**src/hw/rtl/ssb_pkg.sv**
```systemverilog
// Package for the sortable stack buffer: codes, widths and constants.
`default_nettype none
package ssb_pkg;
  localparam int DEPTH_DEFAULT = 64;
  localparam int WORD_W = 32;
  localparam int CNT_W = 7;
  localparam int CAP_W = 8;
  localparam int IDX_W = 6;
  localparam int MODE_W = 4;
  localparam int TDATA_IN_W = 48;
  localparam int TDATA_OUT_W = 32;
  localparam int TUSER_OUT_W = 2;

  localparam logic [MODE_W-1:0] MODE_PUSH = 4'd0;
  localparam logic [MODE_W-1:0] MODE_POP = 4'd1;
  localparam logic [MODE_W-1:0] MODE_FRONT = 4'd2;
  localparam logic [MODE_W-1:0] MODE_BACK = 4'd3;
  localparam logic [MODE_W-1:0] MODE_CAP = 4'd4;
  localparam logic [MODE_W-1:0] MODE_SIZE = 4'd5;
  localparam logic [MODE_W-1:0] MODE_ELEM = 4'd6;
  localparam logic [MODE_W-1:0] MODE_SORT = 4'd7;
  localparam logic [MODE_W-1:0] MODE_REINIT = 4'd8;

  localparam logic [1:0] REG_INIT_CAP = 2'd0;
  localparam logic [1:0] REG_FILL_ON = 2'd1;
  localparam logic [1:0] REG_FILL_VAL = 2'd2;
endpackage
`default_nettype wire

```
**src/hw/rtl/sortable_stack_buffer.sv**
```systemverilog
// Top level of the sortable stack buffer: stack store, sequencer and sort.
//
//  channel  | direction | handshake              | payload
//  s_axis   | in        | s_axis_tvalid/tready   | tdata: mode[3:0], push_value[35:4],
//           |           |                        |        read_index[41:36] (48 bits)
//  m_axis   | out       | m_axis_tvalid/tready   | tdata: value; tuser: valid_res, overflow;
//           |           |                        | tlast: last
//  cfg      | in        | cfg_we                 | cfg_index, cfg_data
//
// A request that needs no store read has its result registered in S_IDLE as it
// is accepted; S_OUT then presents it until it is taken. Front, back and
// element requests add a registered read of the store through S_READ and S_RESP.
// Sort is an insertion sort using one signed comparator and the store's one read
// port and one write port: each key is fetched through S_KEY and S_CMP, each
// shifted element passes S_SHIFT and S_PLACE, then each result is read in
// S_EMIT_RD and sent from S_EMIT. A filling reinit writes one entry per cycle,
// up to DEPTH entries. Reset is synchronous and clears the control state; the
// store itself is not cleared. The block takes no request until the previous
// result has been delivered.
`default_nettype none
module sortable_stack_buffer #(
  parameter int DEPTH = ssb_pkg::DEPTH_DEFAULT
) (
  input  wire logic        clk,
  input  wire logic        rst,
  input  wire logic        s_axis_tvalid,
  output logic             s_axis_tready,
  // mode, push_value, read_index, from bit 0 up; padded to 48 bits
  input  wire logic [ssb_pkg::TDATA_IN_W-1:0] s_axis_tdata,
  output logic             m_axis_tvalid,
  input  wire logic        m_axis_tready,
  // value
  output logic [ssb_pkg::TDATA_OUT_W-1:0] m_axis_tdata,
  // valid_res, overflow, from bit 0 up
  output logic [ssb_pkg::TUSER_OUT_W-1:0] m_axis_tuser,
  output logic             m_axis_tlast,
  input  wire logic        cfg_we,
  input  wire logic [1:0]  cfg_index,
  input  wire logic [31:0] cfg_data
);
  import ssb_pkg::*;

  localparam int AW = $clog2(DEPTH);
  localparam logic [CNT_W-1:0] DEPTH_C = CNT_W'(DEPTH);

  typedef enum logic [3:0] {
    S_IDLE, S_READ, S_RESP, S_OUT, S_FILL,
    S_KEY, S_CMP, S_SHIFT, S_PLACE, S_EMIT_RD, S_EMIT
  } state_t;

  state_t state;
  logic [WORD_W-1:0] mem [DEPTH];
  logic [WORD_W-1:0] rdata;
  logic [AW-1:0] raddr;
  logic [CNT_W-1:0] fill_count;
  logic [CAP_W-1:0] capacity;
  logic [6:0] init_capacity;
  logic fill_on_init;
  logic [WORD_W-1:0] fill_value;
  logic [CNT_W-1:0] i_cnt, j_cnt;
  logic [WORD_W-1:0] key;
  logic rd_ok;

  // Signed compare: key below the word read from below it.
  logic key_less;
  assign key_less = $signed(key) < $signed(rdata);

  assign s_axis_tready = (state == S_IDLE);

  always_ff @(posedge clk) begin
    if (cfg_we) begin
      unique case (cfg_index)
        REG_INIT_CAP: init_capacity <= cfg_data[6:0];
        REG_FILL_ON: fill_on_init <= cfg_data[0];
        REG_FILL_VAL: fill_value <= cfg_data;
        default: ;
      endcase
    end
    if (rst) begin
      init_capacity <= 7'd1;
      fill_on_init <= 1'b0;
      fill_value <= '0;
    end
  end

  always_ff @(posedge clk) begin
    rdata <= mem[raddr];
  end

  always_ff @(posedge clk) begin
    if (rst) begin
      state <= S_IDLE;
      fill_count <= '0;
      capacity <= 8'd1;
      m_axis_tvalid <= 1'b0;
    end else begin
      unique case (state)
        S_IDLE: begin
          if (s_axis_tvalid) begin
            m_axis_tdata <= '0;
            m_axis_tuser <= 2'b00;
            m_axis_tlast <= 1'b1;
            state <= S_RESP;
            unique case (s_axis_tdata[3:0])
              MODE_PUSH: begin
                if (fill_count >= DEPTH_C) begin
                  m_axis_tuser <= 2'b10;
                end else begin
                  if ({1'b0, fill_count} == capacity) capacity <= {capacity[CAP_W-2:0], 1'b0};
                  mem[fill_count[AW-1:0]] <= s_axis_tdata[35:4];
                  fill_count <= fill_count + 1'b1;
                end
                state <= S_OUT;
              end
              MODE_POP: begin
                if (fill_count != '0) fill_count <= fill_count - 1'b1;
                state <= S_OUT;
              end
              MODE_FRONT: begin
                raddr <= '0; rd_ok <= fill_count != '0; state <= S_READ;
              end
              MODE_BACK: begin
                raddr <= AW'(fill_count - 1'b1); rd_ok <= fill_count != '0;
                state <= S_READ;
              end
              MODE_CAP: begin
                m_axis_tdata <= WORD_W'(capacity); m_axis_tuser <= 2'b01;
                state <= S_OUT;
              end
              MODE_SIZE: begin
                m_axis_tdata <= WORD_W'(fill_count); m_axis_tuser <= 2'b01;
                state <= S_OUT;
              end
              MODE_ELEM: begin
                raddr <= AW'(s_axis_tdata[41:36]);
                rd_ok <= CNT_W'(s_axis_tdata[41:36]) < fill_count;
                state <= S_READ;
              end
              MODE_SORT: begin
                if (fill_count == '0) begin
                  state <= S_OUT;
                end else begin
                  i_cnt <= CNT_W'(1);
                  state <= S_KEY;
                  raddr <= AW'(1);
                end
              end
              MODE_REINIT: begin
                capacity <= CAP_W'(init_capacity);
                if (fill_on_init && init_capacity != '0) begin
                  i_cnt <= '0;
                  state <= S_FILL;
                end else begin
                  fill_count <= '0;
                  state <= S_OUT;
                end
              end
              default: state <= S_OUT;
            endcase
          end
        end
        S_FILL: begin
          mem[i_cnt[AW-1:0]] <= fill_value;
          if (i_cnt + 1'b1 == init_capacity || i_cnt + 1'b1 == DEPTH_C) begin
            fill_count <= i_cnt + 1'b1;
            state <= S_OUT;
          end
          i_cnt <= i_cnt + 1'b1;
        end
        S_READ: state <= S_RESP;
        S_RESP: begin
          if (rd_ok) begin
            m_axis_tdata <= rdata; m_axis_tuser <= 2'b01;
          end
          state <= S_OUT;
        end
        S_OUT: begin
          m_axis_tvalid <= 1'b1;
          if (m_axis_tvalid && m_axis_tready) begin
            m_axis_tvalid <= 1'b0;
            state <= S_IDLE;
          end
        end
        // Insertion sort: fetch key at i, then walk j down shifting.
        S_KEY: begin
          if (i_cnt >= fill_count) begin
            i_cnt <= '0; raddr <= '0; state <= S_EMIT_RD;
          end else begin
            state <= S_CMP;
            j_cnt <= i_cnt;
            raddr <= AW'(i_cnt - 1'b1);
          end
        end
        S_CMP: begin
          // rdata holds entry i this cycle
          key <= rdata;
          state <= S_SHIFT;
        end
        S_SHIFT: begin
          // rdata holds entry j-1
          if (j_cnt != '0 && key_less) begin
            mem[j_cnt[AW-1:0]] <= rdata;
            j_cnt <= j_cnt - 1'b1;
            raddr <= AW'(j_cnt - 2'd2);
            state <= S_PLACE;
          end else begin
            mem[j_cnt[AW-1:0]] <= key;
            i_cnt <= i_cnt + 1'b1;
            raddr <= AW'(i_cnt + 1'b1);
            state <= S_KEY;
          end
        end
        S_PLACE: state <= S_SHIFT;
        S_EMIT_RD: begin
          // The previous result may be taken while the next entry is read.
          if (m_axis_tvalid && m_axis_tready) m_axis_tvalid <= 1'b0;
          state <= S_EMIT;
        end
        S_EMIT: begin
          // raddr stays on entry i until it is sent, so rdata holds it through a stall.
          if (!m_axis_tvalid || m_axis_tready) begin
            m_axis_tvalid <= 1'b1;
            m_axis_tdata <= rdata;
            m_axis_tuser <= 2'b01;
            m_axis_tlast <= (i_cnt + 1'b1 == fill_count);
            if (i_cnt + 1'b1 == fill_count) begin
              state <= S_OUT;
            end else begin
              i_cnt <= i_cnt + 1'b1;
              raddr <= AW'(i_cnt + 1'b1);
              state <= S_EMIT_RD;
            end
          end
        end
        default: state <= S_IDLE;
      endcase
    end
  end
endmodule
`default_nettype wire

```
**config.mk**
```make
export PLATFORM = sky130hd
export DESIGN_NAME = sortable_stack_buffer
export DESIGN_NICKNAME = d
export VERILOG_FILES = /design/src/hw/rtl/ssb_pkg.sv /design/src/hw/rtl/sortable_stack_buffer.sv
export SDC_FILE = /design/constraint.sdc
export NUM_CORES = 2
export LEC_CHECK = 0
export ABC_CLOCK_PERIOD_IN_PS = 7050
export BUFFER_PORTS_ARGS = -buffer_cell sky130_fd_sc_hd__buf_4
export CAP_MARGIN = 20
export CORE_MARGIN = 8
export CORE_UTILIZATION = 40
export DETAILED_ROUTE_END_ITERATION = 16
export GPL_TIMING_DRIVEN = 1
export PLACE_DENSITY = 0.52
export SLEW_MARGIN = 20
export SYNTH_ARGS = -nofsm -noshare
export SYNTH_HDL_FRONTEND = slang
export SYNTH_SLANG_ARGS = --single-unit
```
**constraint.sdc**
```tcl
create_clock -name clk -period 7.05 [get_ports clk]
set_input_delay 1.41 -clock clk [delete_from_list [all_inputs] [get_ports clk]]
set_output_delay 1.41 -clock clk [all_outputs]
set_load 0.01 [all_outputs]
```
==> results.yml <==
status:
  status: "complete, no violations"
sta:
  slew_violations: 0
  rsz0062_at_grt: "no"
  hold_viol: 0
  max_slew.worst_pin.slew_ps: 1120
  finalSetupViolations: 0
  finalCriticalPeriod_ps: 5110
  relSlewSlack_pct: 24.2
  fin_crit_sh_pct: 72.5
  fin_setup_tns_ps: 0
  max_freq_mhz: 196
  finClkSkew_ps: 27.3
critical_path:
  cp_top_family: "simple AND/OR/NAND/NOR gates"
  critPathArrivalTime_ps: 5630
  required_ps: 7570
  cp_num_buf_inv: 1
  startpoint_type: "flip-flop"
  crit_start: "state[1]"
  crit_type: "flip-flop to flip-flop"
  critPathMaxStageDelay_ps: 750
  cpMaxStageDelayCell: "a21oi_1"
  path_cells: "nand2_1 > or2_1 > nor2_4 > a311oi_1 > a21oi_1 > and2_1 > nand2_1 > nor2_4 > buf_4"
  end_kind: "flip-flop"
  path_max_fanout: 21
  reg2reg_from: "state[1]"
clock_network:
  cts.clk_slew.worst_paths_ps: 60
  clk_latency_ps: 840
  hold_buffers: 0
  clockBufferDepth: 3
  cts_resized: 0
  postCtsSetupBuffers: 0
  numCtsBuffers: 226
  cts-root-buf: "clkbuf_16"
  cts_tree: "yes"
  ctsHtreeMaxLevel: 4
  cts_sinks: 2228
die:
  row_count: 172
  die_w_um: 484
  dieArea_sq_mm: 0.234
  initial_core_util_pct: 40.1
  core_area_sq_mm: 0.219
  die_h_um: 484
  io_pins: 124
synth:
  synth.largest_area_cell: "edfxtp_1"
  yosys.area_share.simple_pct: 2.37
  async_flop_share_pct: 0
  ys_warn_count: 0
  synthCells: 4053
  ys_ff_latch: 2228
  synth_compound_area_share_pct: 1.56
  synth_top_family_by_area: "multiplexers"
  synthesis.nets: 4190
  synthXorXnorAreaFrac_pct: 0.428
  netlist_area_sq_mm: 0.0876
  synth_cell_types: 69
  synth_top_area_share_pct: 73.2
  synth_edf_count: 2136
  ys.flop_type: "edfxtp_1"
  synthMuxAreaShare_pct: 18.3
  synth_area_leaders: "edfxtp_1 (73%), mux4_2 (17%), dfxtp_1 (2.1%)"
  synth-seq-area-share_pct: 75.3
  synth_fa_ha_area_share_pct: 0.714
  synth.most_common_cell: "edfxtp_1"
  ys_top_cells_by_count: "edfxtp_1 (2136), mux4_2 (666), nor2_1 (169)"
  avgSynthCellArea_sq_um: 21.6
global_route:
  grt_first_pass_wirelength_um: 312000
  first_global_vias: 42200
  antenna_found_initial: 22
  grt_usage_pct: 18.0
  grt_overflow: 0
  grt_start_max_net_pins: 117
power:
  ir_drop_mv: 0.265
  p_per_area_mw_per_mm2: 272
  p_leak_uw: 0.0317
  total_power_uw: 27500
route:
  drt_iter0_drc: 3798
  drt_pass1_iterations: 7
  wire_per_inst_um: 29.0
  vias: 41600
  drc_errors: 0
  antenna_left: 0
  routed_via_density: 5.61
  wl_um: 215000
min_path:
  hp-class: "flip-flop to flip-flop"
  min_from: "fill_value[6]"
place:
  dpl.cell_count: 6988
  place_hpwl_um: 130000
  io_buffers: 117
  gp_congestion: 0.811
final_layout:
  layoutNonFillerInstCount: 7409
  drive_gt1_share_pct: 31.5
  fillCellCount: 18100
  syn_to_final_growth_pct: 15.2
  fin_nets: 4485
run:
  maxCapViolations: 0
==> logic make-up (layout without fill, tap and decap cells) <==
family | after synthesis | after routing
AO/OA/AOI/OAI | 227 | 227
XOR/XNOR | 42 | 42
adder cells (fa/ha/maj) | 50 | 50
buffers and inverters | 267 | 748
flip-flops | 2228 | 2228
multiplexers | 769 | 769
other | 0 | 4
AND/OR/NAND/NOR | 470 | 470
==> path summary, 6_finish.rpt <==
kind                         to  slack (ps)  depth (start not counted)
setup / recovery    mem[38][25]        1940                          9
setup reg to reg    mem[38][25]        1940                          9
hold / removal    fill_value[6]         450                          2
hold reg to reg   fill_value[6]         450                          2
==> worst min-delay path: cells and delay by family (launching register included) <==
kind / cells / cell delay, ps
AND/OR/NAND/NOR: 1 / 50
AO/OA/AOI/OAI: 1 / 50
flip-flops: 1 / 310
==> per-layer routing <==
metal	routed length [um]	GRT usage (%)	vias to the layer above	share of wire (%)
li1	-	-	17600	-
met1	99000	27.1	22600	46
met2	99400	27.8	1152	46
met3	12700	3.32	251	5.9
met4	3800	3.65	4	1.8
met5	22	0	-	0.010
==> per-stage QoR <==
step | worst slack, ps | utilization (%) | hold WS, ps | cell area (sq um)
global route | 1770 | 46.2 | 471 | 101000
global placement | 1370 | 42.9 | 441 | 93700
detailed placement | 1340 | 42.9 | 446 | 93700
floorplan | 1300 | - | 429 | 87600
finish | 1940 | 46.2 | 450 | 101000
CTS | 2100 | 46.1 | 454 | 101000
==> layout make-up <==
| class | count | area, sq um | share of cell area [%] |
|---|---|---|---|
| Timing Repair Buffer | 287 | 2650 | 2.63 |
| Inverter | 47 | 176 | 0.175 |
| Antenna cell | 4 | 10.0 | 0.00991 |
| Tap cell | 2871 | 3590 | 3.56 |
| Multi-Input combinational cell | 1558 | 21400 | 21.2 |
| Sequential cell | 2228 | 66000 | 65.3 |
| Clock inverter | 141 | 1220 | 1.21 |
| Clock buffer | 273 | 5940 | 5.88 |
==> registers in the layout, summed over array words and instances (netlist names), 2 cells and up <==
register,cells
m_axis_tuser,2
key,32
raddr,6
mem,2048
fill_count,7
state,4
i_cnt,7
m_axis_tdata,32
fill_value,32
j_cnt,7
init_capacity,7
rdata,32
capacity,8
==> placed cells by master (no fill, tap or decap), drive strengths merged, types with 22 or more instances in the layout <==
| cell | instances |
|---|---|
| inv | 55 |
| nor2 | 170 |
| nor3 | 39 |
| nand3 | 22 |
| a21oi | 104 |
| dfxtp | 92 |
| o21ai | 53 |
| buf | 287 |
| edfxtp | 2136 |
| clkbuf | 273 |
| ha | 50 |
| mux2 | 38 |
| mux4 | 666 |
| nand2 | 162 |
| clkinv | 110 |
| xnor2 | 27 |
| mux2i | 65 |
==> report_power, final <==
group | switching (uW) | leakage, uW | internal [uW]
Clock | 5000 | 0.00353 | 6650
Combinational | 770 | 0.00822 | 462
Sequential | 53.9 | 0.0200 | 14600
No activity file was read; power rests on OpenSTA's default activity.
